--- config.mk ---
export PLATFORM = sky130hd
export DESIGN_NAME = button_debounce_click_longpress_flat
export DESIGN_NICKNAME = d
export VERILOG_FILES = /design/src/bdc_pkg.sv /design/src/bdc_in_if.sv /design/src/bdc_out_if.sv /design/src/bdc_cfg_regs.sv /design/src/bdc_core.sv /design/src/button_debounce_click_longpress.sv /design/src/flat_wrapper.sv
export SDC_FILE = /design/constraint.sdc
export NUM_CORES = 1
export LEC_CHECK = 0
export ABC_AREA = 1
export BUFFER_PORTS_ARGS = -buffer_cell sky130_fd_sc_hd__buf_2
export CAP_MARGIN = 20
export CELL_PAD_IN_SITES_DETAIL_PLACEMENT = 0
export CELL_PAD_IN_SITES_GLOBAL_PLACEMENT = 1
export CORE_MARGIN = 1
export CORE_UTILIZATION = 43
export CTS_BUF_LIST = sky130_fd_sc_hd__clkbuf_16
export DETAILED_ROUTE_END_ITERATION = 8
export PLACE_DENSITY_LB_ADDON = 0.1
export SETUP_SLACK_MARGIN = 0.4
export SKIP_CTS_REPAIR_TIMING = 1
export SLEW_MARGIN = 20
export SYNTH_ARGS = -nofsm -noshare
export SYNTH_HDL_FRONTEND = slang
export SYNTH_HIERARCHICAL = 1
export SYNTH_SLANG_ARGS = --single-unit
export TNS_END_PERCENT = 1
--- constraint.sdc ---
create_clock -name i_clk -period 13.5 [get_ports i_clk]
set_input_delay 0.675 -clock i_clk [delete_from_list [all_inputs] [get_ports i_clk]]
set_output_delay 0.675 -clock i_clk [all_outputs]
set_load 0.02 [all_outputs]
--- src/bdc_pkg.sv ---
// shared types and constants for the button debounce / click / long press block
`timescale 1ns / 1ps

package bdc_pkg;

    // field widths
    localparam int TIME_W = 32;
    localparam int CFG_W  = 16;
    localparam int CNT_W  = 8;
    localparam int IDX_W  = 2;

    // register reset values in milliseconds
    localparam logic [CFG_W-1:0] DEBOUNCE_RST       = 16'd20;
    localparam logic [CFG_W-1:0] CLICK_INTERVAL_RST = 16'd250;
    localparam logic [CFG_W-1:0] LONG_THRESHOLD_RST = 16'd1000;
    localparam logic [CFG_W-1:0] LONG_TICK_RST      = 16'd100;

    // configuration register indexes
    typedef enum logic [IDX_W-1:0] {
        CFG_DEBOUNCE       = 2'd0,
        CFG_CLICK_INTERVAL = 2'd1,
        CFG_LONG_THRESHOLD = 2'd2,
        CFG_LONG_TICK      = 2'd3
    } t_cfg_idx;

    // current register settings
    typedef struct packed {
        logic [CFG_W-1:0] debounce_ms;
        logic [CFG_W-1:0] click_interval_ms;
        logic [CFG_W-1:0] long_press_threshold_ms;
        logic [CFG_W-1:0] long_press_tick_ms;
    } t_cfg;

    // one result of a poll
    typedef struct packed {
        logic             stable_level;
        logic             press_event;
        logic             release_event;
        logic             long_press_event;
        logic [CNT_W-1:0] long_press_count;
        logic             click_event;
        logic [CNT_W-1:0] click_count;
    } t_result;

endpackage

--- src/bdc_in_if.sv ---
// poll channel: raw pin level and millisecond timestamp
`timescale 1ns / 1ps

interface bdc_in_if;
    logic                       valid;
    logic                       ready;
    logic                       pin_level;
    logic [bdc_pkg::TIME_W-1:0] time_ms;

    modport source (output valid, output pin_level, output time_ms, input ready);
    modport sink   (input valid, input pin_level, input time_ms, output ready);
endinterface

--- src/bdc_out_if.sv ---
// result channel: debounced level and event flags
`timescale 1ns / 1ps

interface bdc_out_if;
    logic                      valid;
    logic                      ready;
    logic                      stable_level;
    logic                      press_event;
    logic                      release_event;
    logic                      long_press_event;
    logic [bdc_pkg::CNT_W-1:0] long_press_count;
    logic                      click_event;
    logic [bdc_pkg::CNT_W-1:0] click_count;

    modport source (
        output valid, output stable_level, output press_event, output release_event,
        output long_press_event, output long_press_count, output click_event,
        output click_count, input ready
    );
    modport sink (
        input valid, input stable_level, input press_event, input release_event,
        input long_press_event, input long_press_count, input click_event,
        input click_count, output ready
    );
endinterface

--- src/bdc_cfg_regs.sv ---
// configuration register file with plain write port
`timescale 1ns / 1ps

module bdc_cfg_regs (
    input  logic                      i_clk,
    input  logic                      i_rst_n,
    input  logic                      i_cfg_we,
    input  logic [bdc_pkg::IDX_W-1:0] i_cfg_idx,
    input  logic [bdc_pkg::CFG_W-1:0] i_cfg_data,
    output bdc_pkg::t_cfg             o_cfg
);

    bdc_pkg::t_cfg r_cfg;

    // register writes by index
    always_ff @(posedge i_clk) begin
        if (!i_rst_n) begin
            r_cfg.debounce_ms             <= bdc_pkg::DEBOUNCE_RST;
            r_cfg.click_interval_ms       <= bdc_pkg::CLICK_INTERVAL_RST;
            r_cfg.long_press_threshold_ms <= bdc_pkg::LONG_THRESHOLD_RST;
            r_cfg.long_press_tick_ms      <= bdc_pkg::LONG_TICK_RST;
        end else if (i_cfg_we) begin
            case (bdc_pkg::t_cfg_idx'(i_cfg_idx))
                bdc_pkg::CFG_DEBOUNCE:       r_cfg.debounce_ms             <= i_cfg_data;
                bdc_pkg::CFG_CLICK_INTERVAL: r_cfg.click_interval_ms       <= i_cfg_data;
                bdc_pkg::CFG_LONG_THRESHOLD: r_cfg.long_press_threshold_ms <= i_cfg_data;
                bdc_pkg::CFG_LONG_TICK:      r_cfg.long_press_tick_ms      <= i_cfg_data;
                default: ;
            endcase
        end
    end

    assign o_cfg = r_cfg;

endmodule

--- src/bdc_core.sv ---
// button state and single pass event logic for one poll
`timescale 1ns / 1ps

module bdc_core (
    input  logic                       i_clk,
    input  logic                       i_rst_n,
    input  logic                       i_step,
    input  logic                       i_level,
    input  logic [bdc_pkg::TIME_W-1:0] i_time,
    input  bdc_pkg::t_cfg              i_cfg,
    output bdc_pkg::t_result           o_res
);

    localparam int TW = bdc_pkg::TIME_W;
    localparam int CW = bdc_pkg::CNT_W;

    // button state
    logic          r_acc_level;
    logic          r_pending;
    logic [TW-1:0] r_pend_start;
    logic [TW-1:0] r_press_time;
    logic [TW-1:0] r_release_time;
    logic [CW-1:0] r_tick_count;
    logic [TW-1:0] r_last_tick;
    logic [CW-1:0] r_clicks;

    logic          n_acc_level;
    logic          n_pending;
    logic [TW-1:0] n_pend_start;
    logic [TW-1:0] n_press_time;
    logic [TW-1:0] n_release_time;
    logic [CW-1:0] n_tick_count;
    logic [TW-1:0] n_last_tick;
    logic [CW-1:0] n_clicks;

    logic          open_win;
    logic          pend_eff;
    logic [TW-1:0] d_pend;
    logic          expire;
    logic          take;
    logic          ev_press;
    logic          ev_release;
    logic [TW-1:0] d_press_old;
    logic [TW-1:0] d_press;
    logic          click_inc;
    logic [TW-1:0] d_tick;
    logic          ev_long;
    logic [CW-1:0] tick_base;
    logic [CW-1:0] clicks_after;
    logic [TW-1:0] d_release;
    logic          ev_click;

    // debounce window and level acceptance
    always_comb begin
        open_win     = (i_level != r_acc_level) && !r_pending;
        pend_eff     = r_pending || open_win;
        n_pend_start = open_win ? i_time : r_pend_start;
        d_pend       = open_win ? '0 : (i_time - r_pend_start);
        expire       = pend_eff && (d_pend >= {{(TW-bdc_pkg::CFG_W){1'b0}}, i_cfg.debounce_ms});
        n_pending    = pend_eff && !expire;
        take         = expire && (i_level != r_acc_level);
        n_acc_level  = take ? i_level : r_acc_level;
        ev_press     = take && i_level;
        ev_release   = take && !i_level;
        n_press_time   = ev_press ? i_time : r_press_time;
        n_release_time = ev_release ? i_time : r_release_time;
    end

    // click counting on a short release
    always_comb begin
        d_press_old  = i_time - r_press_time;
        click_inc    = ev_release &&
                       (d_press_old < {{(TW-bdc_pkg::CFG_W){1'b0}},
                                       i_cfg.long_press_threshold_ms});
        clicks_after = r_clicks + {{(CW-1){1'b0}}, click_inc};
    end

    // long press ticks
    always_comb begin
        d_press   = ev_press ? '0 : d_press_old;
        d_tick    = i_time - r_last_tick;
        ev_long   = n_acc_level &&
                    (d_press >= {{(TW-bdc_pkg::CFG_W){1'b0}}, i_cfg.long_press_threshold_ms}) &&
                    (d_tick >= {{(TW-bdc_pkg::CFG_W){1'b0}}, i_cfg.long_press_tick_ms});
        tick_base    = ev_release ? '0 : r_tick_count;
        n_tick_count = ev_long ? (tick_base + {{(CW-1){1'b0}}, 1'b1}) : tick_base;
        n_last_tick  = ev_long ? i_time : r_last_tick;
    end

    // click run report
    always_comb begin
        d_release = ev_release ? '0 : (i_time - r_release_time);
        ev_click  = !n_acc_level && (clicks_after != '0) &&
                    (d_release >= {{(TW-bdc_pkg::CFG_W){1'b0}}, i_cfg.click_interval_ms});
        n_clicks  = ev_click ? '0 : clicks_after;
    end

    // result of this poll
    always_comb begin
        o_res.stable_level     = n_acc_level;
        o_res.press_event      = ev_press;
        o_res.release_event    = ev_release;
        o_res.long_press_event = ev_long;
        o_res.long_press_count = n_tick_count;
        o_res.click_event      = ev_click;
        o_res.click_count      = ev_click ? clicks_after : '0;
    end

    // state update when a poll moves to the result register
    always_ff @(posedge i_clk) begin
        if (!i_rst_n) begin
            r_acc_level    <= 1'b0;
            r_pending      <= 1'b0;
            r_pend_start   <= '0;
            r_press_time   <= '0;
            r_release_time <= '0;
            r_tick_count   <= '0;
            r_last_tick    <= '0;
            r_clicks       <= '0;
        end else if (i_step) begin
            r_acc_level    <= n_acc_level;
            r_pending      <= n_pending;
            r_pend_start   <= n_pend_start;
            r_press_time   <= n_press_time;
            r_release_time <= n_release_time;
            r_tick_count   <= n_tick_count;
            r_last_tick    <= n_last_tick;
            r_clicks       <= n_clicks;
        end
    end

    // a click report never coincides with a held button
    a_click_released: assert property (@(posedge i_clk) disable iff (!i_rst_n)
        i_step && o_res.click_event |-> !o_res.stable_level)
        else $error("click reported while button held");

    // a release always clears the tick counter
    a_release_clears_ticks: assert property (@(posedge i_clk) disable iff (!i_rst_n)
        i_step && o_res.release_event |=> r_tick_count == '0)
        else $error("tick count not cleared on release");

    // the accepted level only moves together with an event
    a_level_with_event: assert property (@(posedge i_clk) disable iff (!i_rst_n)
        i_step && (n_acc_level != r_acc_level) |-> (ev_press || ev_release))
        else $error("level changed without press or release");

endmodule

--- src/button_debounce_click_longpress.sv ---
// top level: input register, single pass poll logic, result register
// flow: a poll moves from the input register to the result register, which drives the outputs
// throughput: one poll per cycle; ready drops only while both registers hold and
//   the result is not taken
// reset: synchronous active low; registers return to their defaults, button state
//   and both pipeline valid flags clear, no clearing pass
`timescale 1ns / 1ps

module button_debounce_click_longpress (
    input  logic                      i_clk,
    input  logic                      i_rst_n,
    input  logic                      i_cfg_we,
    input  logic [bdc_pkg::IDX_W-1:0] i_cfg_idx,
    input  logic [bdc_pkg::CFG_W-1:0] i_cfg_data,
    bdc_in_if.sink                    i_in,
    bdc_out_if.source                 o_out
);

    bdc_pkg::t_cfg    cfg;
    bdc_pkg::t_result res;

    logic                       r_in_valid;
    logic                       r_in_level;
    logic [bdc_pkg::TIME_W-1:0] r_in_time;
    logic                       r_out_valid;
    bdc_pkg::t_result           r_out;
    logic                       advance;
    logic                       in_take;

    bdc_cfg_regs u_cfg (
        .i_clk      (i_clk),
        .i_rst_n    (i_rst_n),
        .i_cfg_we   (i_cfg_we),
        .i_cfg_idx  (i_cfg_idx),
        .i_cfg_data (i_cfg_data),
        .o_cfg      (cfg)
    );

    bdc_core u_core (
        .i_clk   (i_clk),
        .i_rst_n (i_rst_n),
        .i_step  (advance),
        .i_level (r_in_level),
        .i_time  (r_in_time),
        .i_cfg   (cfg),
        .o_res   (res)
    );

    // pipeline flow control
    assign advance    = r_in_valid && (!r_out_valid || o_out.ready);
    assign i_in.ready = !r_in_valid || advance;
    assign in_take    = i_in.valid && i_in.ready;

    // input register
    always_ff @(posedge i_clk) begin
        if (!i_rst_n) begin
            r_in_valid <= 1'b0;
        end else if (i_in.ready) begin
            r_in_valid <= i_in.valid;
        end
    end

    always_ff @(posedge i_clk) begin
        if (in_take) begin
            r_in_level <= i_in.pin_level;
            r_in_time  <= i_in.time_ms;
        end
    end

    // result register
    always_ff @(posedge i_clk) begin
        if (!i_rst_n) begin
            r_out_valid <= 1'b0;
        end else if (advance) begin
            r_out_valid <= 1'b1;
        end else if (o_out.ready) begin
            r_out_valid <= 1'b0;
        end
    end

    always_ff @(posedge i_clk) begin
        if (advance) begin
            r_out <= res;
        end
    end

    // result channel drive
    assign o_out.valid            = r_out_valid;
    assign o_out.stable_level     = r_out.stable_level;
    assign o_out.press_event      = r_out.press_event;
    assign o_out.release_event    = r_out.release_event;
    assign o_out.long_press_event = r_out.long_press_event;
    assign o_out.long_press_count = r_out.long_press_count;
    assign o_out.click_event      = r_out.click_event;
    assign o_out.click_count      = r_out.click_count;

    // press and release never reported in the same transaction
    a_press_xor_release: assert property (@(posedge i_clk) disable iff (!i_rst_n)
        r_out_valid |-> !(r_out.press_event && r_out.release_event))
        else $error("press and release in one transaction");

    // event flags agree with the reported level
    a_events_match_level: assert property (@(posedge i_clk) disable iff (!i_rst_n)
        r_out_valid && (r_out.press_event || r_out.long_press_event)
        |-> r_out.stable_level)
        else $error("press or tick with released level");

    // a reported click run is never empty
    a_click_nonzero: assert property (@(posedge i_clk) disable iff (!i_rst_n)
        r_out_valid |-> (r_out.click_event == (r_out.click_count != '0)))
        else $error("click count disagrees with click event");

    // a poll held in the input register moves on when the result register is empty
    a_no_stall_when_free: assert property (@(posedge i_clk) disable iff (!i_rst_n)
        r_in_valid && !r_out_valid |=> r_out_valid)
        else $error("pipeline stalled with free result register");

endmodule

--- src/flat_wrapper.sv ---
// flat-port wrapper written by rule: the top's interface ports become plain ports
module button_debounce_click_longpress_flat 
  (i_clk, i_rst_n, i_cfg_we, i_cfg_idx, i_cfg_data, i_in_valid, i_in_pin_level, i_in_time_ms, i_in_ready, o_out_valid, o_out_stable_level, o_out_press_event, o_out_release_event, o_out_long_press_event, o_out_long_press_count, o_out_click_event, o_out_click_count, o_out_ready);
  bdc_in_if i_in_i ();
  bdc_out_if o_out_i ();
  input  logic i_clk;
  input  logic i_rst_n;
  input  logic i_cfg_we;
  input  logic [bdc_pkg::IDX_W-1:0] i_cfg_idx;
  input  logic [bdc_pkg::CFG_W-1:0] i_cfg_data;
  input wire logic [$bits(i_in_i.valid)-1:0] i_in_valid;
  input wire logic [$bits(i_in_i.pin_level)-1:0] i_in_pin_level;
  input wire logic [$bits(i_in_i.time_ms)-1:0] i_in_time_ms;
  output wire logic [$bits(i_in_i.ready)-1:0] i_in_ready;
  output wire logic [$bits(o_out_i.valid)-1:0] o_out_valid;
  output wire logic [$bits(o_out_i.stable_level)-1:0] o_out_stable_level;
  output wire logic [$bits(o_out_i.press_event)-1:0] o_out_press_event;
  output wire logic [$bits(o_out_i.release_event)-1:0] o_out_release_event;
  output wire logic [$bits(o_out_i.long_press_event)-1:0] o_out_long_press_event;
  output wire logic [$bits(o_out_i.long_press_count)-1:0] o_out_long_press_count;
  output wire logic [$bits(o_out_i.click_event)-1:0] o_out_click_event;
  output wire logic [$bits(o_out_i.click_count)-1:0] o_out_click_count;
  input wire logic [$bits(o_out_i.ready)-1:0] o_out_ready;
  assign i_in_i.valid = i_in_valid;
  assign i_in_i.pin_level = i_in_pin_level;
  assign i_in_i.time_ms = i_in_time_ms;
  assign i_in_ready = i_in_i.ready;
  assign o_out_valid = o_out_i.valid;
  assign o_out_stable_level = o_out_i.stable_level;
  assign o_out_press_event = o_out_i.press_event;
  assign o_out_release_event = o_out_i.release_event;
  assign o_out_long_press_event = o_out_i.long_press_event;
  assign o_out_long_press_count = o_out_i.long_press_count;
  assign o_out_click_event = o_out_i.click_event;
  assign o_out_click_count = o_out_i.click_count;
  assign o_out_i.ready = o_out_ready;
  button_debounce_click_longpress u_core (.i_clk(i_clk), .i_rst_n(i_rst_n), .i_cfg_we(i_cfg_we), .i_cfg_idx(i_cfg_idx), .i_cfg_data(i_cfg_data), .i_in(i_in_i), .o_out(o_out_i));
endmodule
## Word-level counts from Yosys, hierarchy flattened

Cells that the tools add are included.

- Add/subtract/negate cells: 6
- Order comparisons: 5
- Eq/ne operators: 4
- Multiplexer cells: 9
- Reductions and logical operators: 33

Operators by type and width:

| operator | count |
|---|---|
| >= comparator 32 x 16 -> 1 bit | 4 |
| subtractor 32 bit | 4 |
| 2-to-1 mux 32 bit | 3 |
| < comparator 32 x 16 -> 1 bit | 1 |
| 2-to-1 mux 8 bit | 3 |
| AND reduction 2 bit | 8 |
| logical AND 1 bit | 13 |
| adder 8 x 1 -> 8 bit | 1 |
| adder 8 x 1 -> 8 bit, second input constant | 1 |
| nonzero test 8 bit | 1 |
| logical NOT 1 bit | 6 |
| == test 2 bit, second input constant | 2 |
| logical OR 1 bit | 3 |
| 2-to-1 mux 1 bit | 3 |
| == test 2 x 1 -> 1 bit, second input constant | 1 |
| logical NOT 2 bit | 1 |
| nonzero test 2 bit | 1 |
| != test 1 bit | 1 |

- Bits in registers: 266
- Input bits: 56
- Output and inout bits: 23
- Logic and storage cells: 80

## Depth between registers and ports, before layout

Gate-level depths: netlist of the first run.

- Depth after elaboration: 13
- Mapped depth: 42
- Mapped depth without buffers: 41

## By module

Netlist of the first run, hierarchy kept.

By module, submodules not included:

| module | times used | cells each | area an instance (µm²) | seq. area each (µm²) |
|---|---|---|---|---|
| bdc_core | 1 | 2855 | 16888.7 | 2922.8 |
| bdc_cfg_regs | 1 | 383 | 2580.0 | 1281.2 |
| button_debounce_click_longpress | 1 | 67 | 1716.6 | 1661.6 |

## Least setup slack after synthesis of the first run

OpenSTA, ideal clock, no wires.

- Kind: register -> register
- From: reg u_core/r_in_time[1] (netlist bit)
- To: reg u_core.r_out (netlist bit u_core/o_out.click_event) (data pin)
- Library setup time: 0.251 ns
- Arrival time: 4.754 ns
- Data required time: 13.249 ns
- Slack: 8.495 ns
- Stages on the path, launching flop included: 35
- Buffers on the path: 4
- Cell sequence: edfxtp_1 > inv_1 > fa_1 > inv_1 > nand3_1 > nand3_2 > nand2_1 > nand2_2 > o21ai_0 > a21oi_1 > ha_1 > inv_1 > nor3_1 > a211oi_1 > nand2_1 > nor2_2 > nand3_2 > nand3_2 > buf_6 > clkbuf_1 > nand2_1 > inv_1 > ha_1 > a21oi_1 > nor2_1 > a211oi_1 > o21ai_0 > a21oi_1 > nor2_1 > a211oi_1 > nand2_1 > nand2_2 > buf_4 > inv_1 > buf_4

- Longest elaborated chain between the ends: 11
- Elaborated cells between the ends (all ways): 18
- Classes of those cells: add/sub: 4; order compare: 3; mux: 3; reduce/logical: 8

Ends and longest elaborated chain:

| element | RTL line | RTL |
|---|---|---|
| start: declaration | button_debounce_click_longpress.sv:24 | `logic [bdc_pkg::TIME_W-1:0] r_in_time;` |
| start signal: assignment | button_debounce_click_longpress.sv:66 | `r_in_time <= i_in.time_ms;` |
| subtractor 32 bit | bdc_core.sv:58 | `d_pend = open_win ? '0 : (i_time - r_pend_start);` |
| 2-to-1 mux 32 bit | bdc_core.sv:58 |  |
| >= comparator 32 x 16 -> 1 bit | bdc_core.sv:59 | `expire = pend_eff && (d_pend >= {{(TW-bdc_pkg::CFG_W){1'b0}}, i_cfg.debounce_ms});` |
| logical AND 1 bit | bdc_core.sv:59 |  |
| logical AND 1 bit | bdc_core.sv:61 | `take = expire && (i_level != r_acc_level);` |
| logical AND 1 bit | bdc_core.sv:64 | `ev_release = take && !i_level;` |
| logical AND 1 bit | bdc_core.sv:72 | `click_inc = ev_release &&` |
| adder 8 x 1 -> 8 bit | bdc_core.sv:75 | `clicks_after = r_clicks + {{(CW-1){1'b0}}, click_inc};` |
| nonzero test 8 bit | bdc_core.sv:93 | `ev_click = !n_acc_level && (clicks_after != '0) &&` |
| logical AND 1 bit | bdc_core.sv:93 |  |
| logical AND 1 bit * | bdc_core.sv:93 |  |
| named net u_core.u_core.ev_click | bdc_core.sv:51 | `logic ev_click;` |
| end signal: assignment | button_debounce_click_longpress.sv:83 | `r_out <= res;` |
| end: declaration | button_debounce_click_longpress.sv:26 | `bdc_pkg::t_result r_out;` |

Mark *: on every way through the listed nets, which the timed path passes. The rest lies on a longest branch.
A chain may end at the register's enable or synchronous reset.

==> results of run 1 <==
==> registers in the layout (all words and copies together) (netlist names) <==
name,cells
u_core/o_out.long_press_count,8
u_core/u_core/r_release_time,32
u_core/o_out.long_press_event,1
u_core/r_in_time,32
u_core/o_out.click_event,1
u_core/u_core/r_pend_start,32
u_core/u_core/r_tick_count,8
u_core/o_out.release_event,1
u_core/o_out.click_count,8
u_core/u_cfg/o_cfg,64
u_core/o_out.press_event,1
u_core/u_core/r_press_time,32
u_core/o_out.valid,1
u_core/u_core/r_pending,1
u_core/r_in_valid,1
u_core/u_core/r_acc_level,1
u_core/u_core/r_clicks,8
u_core/r_in_level,1
u_core/o_out.stable_level,1
u_core/u_core/r_last_tick,32
==> final timing paths <==
path | cells after the start | end | slack [ps]
max | 32 | u_core/o_out.click_count[7]$_DFFE_PP_ | 6580
min | 1 | u_core/r_in_time[27]$_DFFE_PP_ | 300
max reg2reg | 32 | u_core/o_out.click_count[7]$_DFFE_PP_ | 6580
min reg2reg | 2 | u_core/u_core/r_press_time[16]$_SDFFE_PN0P_ | 460
==> synthesized netlist by cell type (all sizes together) <==
library cell / count
nand2: 869
inv: 603
nor2: 321
a21oi: 306
dfxtp: 212
ha: 206
nand3: 193
o21ai: 192
nand4: 66
edfxtp: 54
xor2: 49
buf: 48
nor3: 36
clkbuf: 31
xnor2: 18
o21bai: 16
a21o: 15
nand3b: 13
or2: 9
a211oi: 8
a31oi: 8
o221ai: 5
and2: 4
fa: 4
nor4: 4
o21a: 4
a21boi: 3
o211ai: 3
clkinv: 1
nand2b: 1
nor3b: 1
o2111ai: 1
o221a: 1
==> final cells by class <==
type,count,share of cell area [%]
Clock inverter,25,0.611
Clock buffer,37,3.97
Tap cell,656,3.52
Sequential cell,266,25.1
Multi-Input combinational cell,2356,54.3
Timing Repair Buffer,108,2.77
Inverter,604,9.71
==> kinds of logic (layout without fill, tap and decap cells) <==
logic type                 after synthesis  after routing  share of synthesized area, %
buffers and inverters                  683            774                          12.6
adders and majority gates              210            210                          12.5
DFF                                    266            266                          27.7
xor gates and xnor gates                67             67                          2.77
AOI/OAI and AO/OA                      562            562                          14.1
and+or+nand+nor                       1517           1517                          30.3
==> worst reg2reg max path: cells and delay by family (launching register included) <==
family,cells,cell delay [ps]
compound gates,1,330
xor+xnor,2,370
fa+ha+maj,4,1170
buf+inv,3,780
flops,1,680
simple gates,22,3330
==> metal layers <==
metal	GRT usage (%)	part of all wire [%]	routed length, um
met5	0	0	0
met4	9.01	2.9	2130
met3	3.03	3.9	2880
met2	51.8	49	35900
met1	36.6	44	32400
==> cell usage in the layout, fill, tap and decap left out, types with 4 or more instances in the layout <==
cell type | netlist | final
a211oi_1 | 8 | 8
a21o_1 | 15 | 15
a21oi_1 | 302 | 301
a21oi_2 | 4 | 4
a31oi_1 | 8 | 8
and2_1 | 4 | 4
buf_2 | 24 | 77
buf_4 | 6 | 29
clkbuf_16 | 0 | 37
clkinv_2 | 0 | 9
dfxtp_1 | 212 | 212
edfxtp_1 | 54 | 54
fa_1 | 4 | 4
ha_1 | 206 | 206
inv_1 | 596 | 606
inv_2 | 7 | 7
nand2_1 | 854 | 853
nand2_2 | 14 | 13
nand3_1 | 181 | 180
nand3_2 | 12 | 13
nand3b_1 | 13 | 13
nand4_1 | 66 | 66
nor2_1 | 308 | 307
nor2_2 | 10 | 11
nor3_1 | 34 | 34
o21a_1 | 4 | 4
o21ai_0 | 162 | 162
o21ai_1 | 30 | 30
o21bai_1 | 16 | 16
o221ai_1 | 5 | 5
or2_2 | 8 | 8
xnor2_1 | 18 | 18
xor2_1 | 49 | 49
==> power by group through the flow <==
| stage | clock [mW] | combinational, mW | sequential (mW) |
|---|---|---|---|
| 2_1_floorplan | 0 | 0.644 | 0.902 |
| 5_1_grt | 0.921 | 1.03 | 0.887 |
| 6_report | 0.873 | 0.910 | 0.882 |
| 3_5_place_dp | 0 | 0.901 | 0.899 |
| 3_3_place_gp | 0 | 0.889 | 0.898 |
| 4_1_cts | 0.892 | 0.905 | 0.882 |
==> key figures, run 1 <==
Timing
  – RSZ-0062 raised after global routing: no
  – Final period util: 51.3%
  – Max transition margin: 26.5%
  – Final Max Slew Viols: 0
  – Worst Clk Skew: 23.9 ps
  – Highest clock rate: 0.144 GHz
  – Worst hold margin: 303 ps
  – Fin Setup TNS: 0 ps
  – Final setup violation count: 0
  – Hold Violations, Final: 0
  – Final worst slack: 6580 ps
  – Final min period: 6920 ps
  – Tightest Pin Transition: 1100 ps

Routing
  – DRC viols: 0
  – Drt pass-1 iters: 5
  – 1st-iter DRT viols: 1366
  – Detailed Route WL: 73300 um
  – Drt wl/cell: 18.1 um
  – Post-route ant nets: 0
  – Vias per cell: 5.20
  – Vias: 21051

Power
  – PwrDens: 114 mW/mm2
  – Switching Share: 37.0%
  – Seq pwr share: 33.1%
  – Sw Pwr: 986 uW
  – Internal power: 1.68 mW
  – Comb power frac: 34.2%
  – Peak VDD IR: 0.0845 mV
  – Total chip power: 2.67 mW
  – Pleak: 11.6 nW
  – Clock network power share: 32.7%

Min path
  – Min-Delay Path Class: primary input to register
  – Hold Crit Start: i_in_time_ms[27]

Placed design
  – Placed cells: 3988
  – Dpl ws: 6600 ps
  – # port buffers: 78
  – Placed inst area: 0.0222 mm2
  – Gpl congestion: 0.964
  – HPWL Detailed: 59500 um

Clocking
  – CTS sink count: 266
  – Clock root buffer: clkbuf_16
  – Reg clk slew, reported paths: 60 ps
  – H-Tree Depth: 2
  – Max Root-Sink Buffers: 3
  – CTS Buf Count: 34
  – Worst-Skew Late Latency: 540 ps
  – CTS tree: built

Global route
  – Largest net degree at the start of global routing: 107
  – Remaining Overflow, GRT: 0
  – Total track usage: 29.1%
  – Vias in the first global route: 19907
  – Global-route wire length before repair: 112000 um
  – Antenna violations before repair: 3

Run
  – Max Cap Viol: 0

Setup path
  – R2r startpoint: u_core/r_in_time[1]$_DFFE_PP_
  – CP most frequent cell: nand2_1
  – Max FO, Critical Path: 28
  – Req. time, crit path: 13760 ps
  – Arr. time, crit path: 7190 ps
  – Worst Setup SP: u_core/r_in_time[1]$_DFFE_PP_
  – CP bufs+invs: 3
  – Family with the most delay on the worst path: simple AND/OR/NAND/NOR gates
  – Crit path max-delay cell type: edfxtp_1
  – CP Launch Type: register
  – Largest stage delay, worst path: 680 ps
  – Critical path type: register to register
  – Critical Path Sink Type: register

Cells and area
  – Share of layout cells above drive strength 1: 6.63%
  – Design area: 0.0233 mm2
  – Finished Layout Cells: 4052
  – Final net count: 3636
  – Area grow syn2layout: 10.2%
  – N_diodes: 0
  – Finished Core Util: 48.5%
  – Fill cell count: 5082
  – Register area: 0.00587 mm2
  – Area of the multi-input gates: 0.0127 mm2

Synthesis
  – Mapped cell area: 0.0212 mm2
  – Synth Net Count: 3571
  – Synth cell types: 47
  – Synth top area cells: dfxtp_1 20%, nand2_1 15%, ha_1 12%
  – Post-Syn Instances: 3305
  – Leading area contributor after synthesis: dfxtp_1
  – Yosys reg bits: 266
  – Syn Area/Cell: 6.41 um2
  – Synth warn: 6
  – Register area share after synthesis: 27.7%
  – Area share of the largest cell type after synthesis: 20.0%

Floorplanning
  – DIE HEIGHT: 224 um
  – Standard-cell rows: 80
  – Num ports: 79
  – Core Box Area: 0.0481 mm2
  – Initial Utilization: 44.0%
  – Die W: 224 um
  – Die Area: 0.0502 mm2

Outcome
  – Status: completed
No activity file was read; power rests on OpenSTA's default activity.
==> inputs of run 2 (changes only) <==
- clock period: 13.5 -> 6.8 ns (I/O delays scaled with it)
==> run 2 against run 1 <==
Highest routed layer is now met5. Hold slack lost 290 ps. Routed wire length grew 0.71%. Via count grew 1.4%. Non-clock buffer count grew 47. Sequential power grew 100%. Global-route usage grew 0.087 points. Cell count grew 1.1%. Critical path depth is the same. Maximum frequency grew 18%.
==> key figures, run 2 (synthesis gave the netlist of run 1 again) <==
Timing
  – Max transition margin: 29.7%
  – Final period util: 86.1%
  – Final Max Slew Viols: 0
  – Hold Violations, Final: 0
  – RSZ-0062 raised after global routing: yes
  – Highest clock rate: 0.171 GHz
  – Worst hold margin: 12.3 ps
  – Fin Setup TNS: 0 ps
  – Worst Clk Skew: 26.8 ps
  – Final min period: 5860 ps
  – Final setup violation count: 0
  – Tightest Pin Transition: 1050 ps

Setup path
  – Max FO, Critical Path: 17
  – Critical Path Sink Type: register
  – Largest stage delay, worst path: 450 ps
  – Req. time, crit path: 7150 ps
  – Arr. time, crit path: 6200 ps
  – Critical path type: register to register
  – Crit path max-delay cell type: edfxtp_1
  – CP Launch Type: register

Global route
  – Largest net degree at the start of global routing: 101
  – Antenna violations before repair: 2
  – Vias in the first global route: 20525
  – Total track usage: 29.2%
  – Global-route wire length before repair: 113000 um
  – Remaining Overflow, GRT: 0

Clocking
  – Reg clk slew, reported paths: 60 ps
  – Worst-Skew Late Latency: 600 ps
  – CTS tree: built
  – Clock root buffer: clkbuf_16
  – H-Tree Depth: 1
  – CTS sink count: 266
  – Max Root-Sink Buffers: 3
  – CTS Buf Count: 31

Floorplanning
  – Die Area: 0.0502 mm2
  – Num ports: 79
  – Standard-cell rows: 80
  – Initial Utilization: 44.0%
  – Die W: 224 um
  – DIE HEIGHT: 224 um
  – Core Box Area: 0.0481 mm2

Power
  – Seq pwr share: 32.3%
  – Internal power: 3.47 mW
  – Clock network power share: 33.6%
  – Switching Share: 36.0%
  – Pleak: 11.8 nW
  – PwrDens: 228 mW/mm2
  – Comb power frac: 34.1%
  – Sw Pwr: 1.96 mW
  – Peak VDD IR: 0.163 mV

Routing
  – Vias: 21349
  – 1st-iter DRT viols: 1486
  – Drt wl/cell: 18.0 um
  – Post-route ant nets: 0
  – Detailed Route WL: 73800 um
  – DRC viols: 0
  – Vias per cell: 5.21
  – Drt pass-1 iters: 5

Cells and area
  – Area grow syn2layout: 12.5%
  – Share of layout cells above drive strength 1: 6.86%
  – Max FFs per register: 64
  – Finished Core Util: 49.5%
  – Fill cell count: 5035
  – Most frequent cells in the layout: 853 x nand2_1, 603 x inv_1, 307 x nor2_1
  – N_diodes: 0
  – Final net count: 3680
  – Commonest non-fill, non-tap cell in the layout: nand2_1

Run
  – Max Cap Viol: 0

Placed design
  – # port buffers: 78
  – HPWL Detailed: 60000 um
  – Gpl congestion: 0.996

Outcome
  – Status: completed

Min path
  – Min-Delay Path Class: primary input to register
==> run 2: worst paths after layout <==
path / slack (ps) / endpoint / startpoint / cells after the start
min reg2reg: 460 / u_core/u_core/r_press_time[9]$_SDFFE_PN0P_ / u_core/u_core/r_press_time[9]$_SDFFE_PN0P_ / 2
min: 10 / u_core/r_in_valid$_SDFFE_PN0P_ / i_in_valid / 3
max: 940 / u_core/o_out.click_event$_DFFE_PP_ / u_core/r_in_time[11]$_DFFE_PP_ / 32
max reg2reg: 940 / u_core/o_out.click_event$_DFFE_PP_ / u_core/r_in_time[11]$_DFFE_PP_ / 32
==> run 2: area by class of cell <==
cell class | count | area [um2] | area share, %
Timing Repair Buffer | 155 | 1080 | 4.55
Inverter | 604 | 2270 | 9.51
Clock inverter | 27 | 328 | 1.38
Sequential cell | 266 | 5870 | 24.6
Clock buffer | 31 | 776 | 3.25
Tap cell | 656 | 821 | 3.44
Multi-Input combinational cell | 2356 | 12700 | 53.3
==> run 2: power by group through the flow <==
stage               clock [mW]  sequential, mW  combinational, mW
finish                    1.82            1.76               1.85
global route              1.92            1.76               2.09
CTS                       1.86            1.76               1.80
detailed placement           0            1.79               1.79
global placement             0            1.79               1.77
floorplan                    0            1.79               1.28
==> run 2: metal layers <==
layer	track usage, %	vias up	routed length (um)
met3	2.72	99	3180
li1	-	10810	-
met2	53.3	439	36600
met1	36.5	9999	32100
met5	0	-	13
met4	7.29	2	1850
==> run 2: critical path, delay by kind of cell (launching register included) <==
family                   cells  cell delay, ps
AND/OR/NAND/NOR             15            2080
AO/OA/AOI/OAI               10            1780
adder cells (fa/ha/maj)      3             960
buffers and inverters        4             310
flip-flops                   1             450
==> run 2: through the flow <==
step / area (um2) / power [mW] / worst slack, ps / cells
2_1_floorplan: 21200 / 3.07 / 1800 / 3305
3_3_place_gp: 22300 / 3.56 / 688 / 3995
3_5_place_dp: 22300 / 3.58 / 524 / 3995
4_1_cts: 23400 / 5.42 / 500 / 4053
5_1_grt: 23800 / 5.78 / 385 / 4095
6_report: 23800 / 5.43 / 942 / 4095
==> inputs of run 3 (changes only) <==
- REMOVE_ABC_BUFFERS: unset -> 1
==> run 3 against run 2 <==
Sequential power hardly changed. Maximum frequency about the same. Utilization fell by 0.47 points. Clock power is 3% lower. Largest power group unchanged. Clock-buffer cell count is 6 higher. Cell count shrank 0.34%. Worst setup slack gained 1.1 ps. Flip-flop and latch count did not move. Critical path type unchanged. First-iteration DRC count fell by 0.20%.
==> key figures, run 3 (synthesis gave the netlist of run 1 again) <==
Placed design
  – HPWL Detailed: 61100 um
  – # port buffers: 78
  – Placed inst area: 0.0222 mm2
  – Placed cells: 3988
  – Gpl congestion: 0.980
  – Dpl ws: 512 ps

Global route
  – Antenna violations before repair: 3
  – Remaining Overflow, GRT: 0
  – Vias in the first global route: 20368
  – Total track usage: 29.9%
  – Global-route wire length before repair: 114000 um
  – Largest net degree at the start of global routing: 84

Setup path
  – Crit path max-delay cell type: fa_1
  – Critical Path Sink Type: register
  – Max FO, Critical Path: 27
  – Req. time, crit path: 7260 ps
  – CP Launch Type: register
  – CP most frequent cell: nand2_1
  – Arr. time, crit path: 6320 ps
  – Reg2Reg Depth: 35
  – Critical path type: register to register
  – Largest stage delay, worst path: 370 ps

Timing
  – Final worst slack: 944 ps
  – Final Max Slew Viols: 0
  – Final min period: 5860 ps
  – Hold Violations, Final: 0
  – Tightest Pin Transition: 943 ps
  – Final setup violation count: 0
  – Worst Clk Skew: 19.6 ps
  – Max transition margin: 36.9%
  – Fin Setup TNS: 0 ps
  – Final period util: 86.1%
  – RSZ-0062 raised after global routing: no
  – Highest clock rate: 0.171 GHz
  – Worst hold margin: 14.0 ps

Cells and area
  – Finished Core Util: 49.0%
  – Share of layout cells above drive strength 1: 6.66%
  – Design area: 0.0236 mm2
  – Max FFs per register: 64
  – Commonest non-fill, non-tap cell in the layout: nand2_1
  – Finished Layout Cells: 4081
  – Most frequent cells in the layout: 853 x nand2_1, 603 x inv_1, 307 x nor2_1
  – Final net count: 3662
  – Area grow syn2layout: 11.4%

Run
  – Max Cap Viol: 0

Floorplanning
  – Num ports: 79
  – Die W: 224 um
  – Standard-cell rows: 80
  – Die Area: 0.0502 mm2
  – DIE HEIGHT: 224 um
  – Initial Utilization: 44.0%
  – Core Box Area: 0.0481 mm2

Clocking
  – CTS Buf Count: 34
  – Reg clk slew, reported paths: 60 ps
  – Worst-Skew Late Latency: 550 ps
  – CTS sink count: 266
  – Max Root-Sink Buffers: 3
  – H-Tree Depth: 2
  – CTS tree: built
  – Clock root buffer: clkbuf_16

Routing
  – DRC viols: 0
  – Post-route ant nets: 0
  – Detailed Route WL: 75700 um
  – Vias: 21375
  – Drt wl/cell: 18.6 um
  – 1st-iter DRT viols: 1483
  – Vias per cell: 5.24
  – Drt pass-1 iters: 6

Min path
  – Min-Delay Path Class: primary input to register
  – Hold path cells: 1

Power
  – Pleak: 11.6 nW
  – Internal power: 3.36 mW
  – Peak VDD IR: 0.191 mV
  – Comb power frac: 34.7%
  – Seq pwr share: 32.6%
  – Switching Share: 37.7%
  – Sw Pwr: 2.03 mW
  – PwrDens: 228 mW/mm2
  – Clock network power share: 32.6%
  – Total chip power: 5.39 mW

Outcome
  – Status: completed
-- run 3: changes by cell type in the layout (fill, tap and decap cells not counted), moves of 2 or more --
cell,delta
buf_4,-11
a211oi_2,+2
dlygate4sd3_1,-9
bufinv_16,-7
clkbuf_16,+6
a211oi_1,-2
diode_2,+3
clkinv_1,+2
clkinv_4,+2
-- run 3: power groups by stage --
| stage | combinational [mW] | clock, mW | sequential, mW |
|---|---|---|---|
| 6_report | 1.87 | 1.76 | 1.76 |
| 3_3_place_gp | 1.79 | 0 | 1.79 |
| 3_5_place_dp | 1.81 | 0 | 1.79 |
| 2_1_floorplan | 1.23 | 0 | 1.79 |
| 4_1_cts | 1.82 | 1.81 | 1.76 |
| 5_1_grt | 2.10 | 1.86 | 1.77 |
-- run 3: cell type report --
type                            instances  area (um2)
Clock buffer                           37         926
Sequential cell                       266        5870
Inverter                              604        2270
Tap cell                              656         821
Timing Repair Buffer                  134         875
Fill cell                            5040       24500
Clock inverter                         25         148
Multi-Input combinational cell       2356       12700
Antenna cell                            3        7.51
-- run 3: critical path: cells and delay by family, from the launching register on --
family	cells	cell delay [ps]
DFF	1	360
adders and majority gates	4	1190
and+or+nand+nor	20	2170
AOI/OAI and AO/OA	7	1290
buffers and inverters	4	730
-- run 3: metal layers --
layer	vias up	track usage (%)	routed length [um]
met1	9869	35.8	31400
li1	10788	-	-
met3	150	3.32	3650
met2	568	52.8	36900
met5	-	0	0
met4	0	14.9	3770
-- run 3: path summary, 6_finish.rpt --
| check | start | to | slack [ps] |
|---|---|---|---|
| min reg2reg | u_core/u_core/r_pend_start[19]$_SDFFE_PN0P_ | u_core/u_core/r_pend_start[19]$_SDFFE_PN0P_ | 460 |
| max | u_core/r_in_time[0]$_DFFE_PP_ | u_core/u_core/r_clicks[5]$_SDFFE_PN0P_ | 940 |
| min | i_in_pin_level | u_core/r_in_level$_DFFE_PP_ | 10 |
| max reg2reg | u_core/r_in_time[0]$_DFFE_PP_ | u_core/u_core/r_clicks[5]$_SDFFE_PN0P_ | 940 |
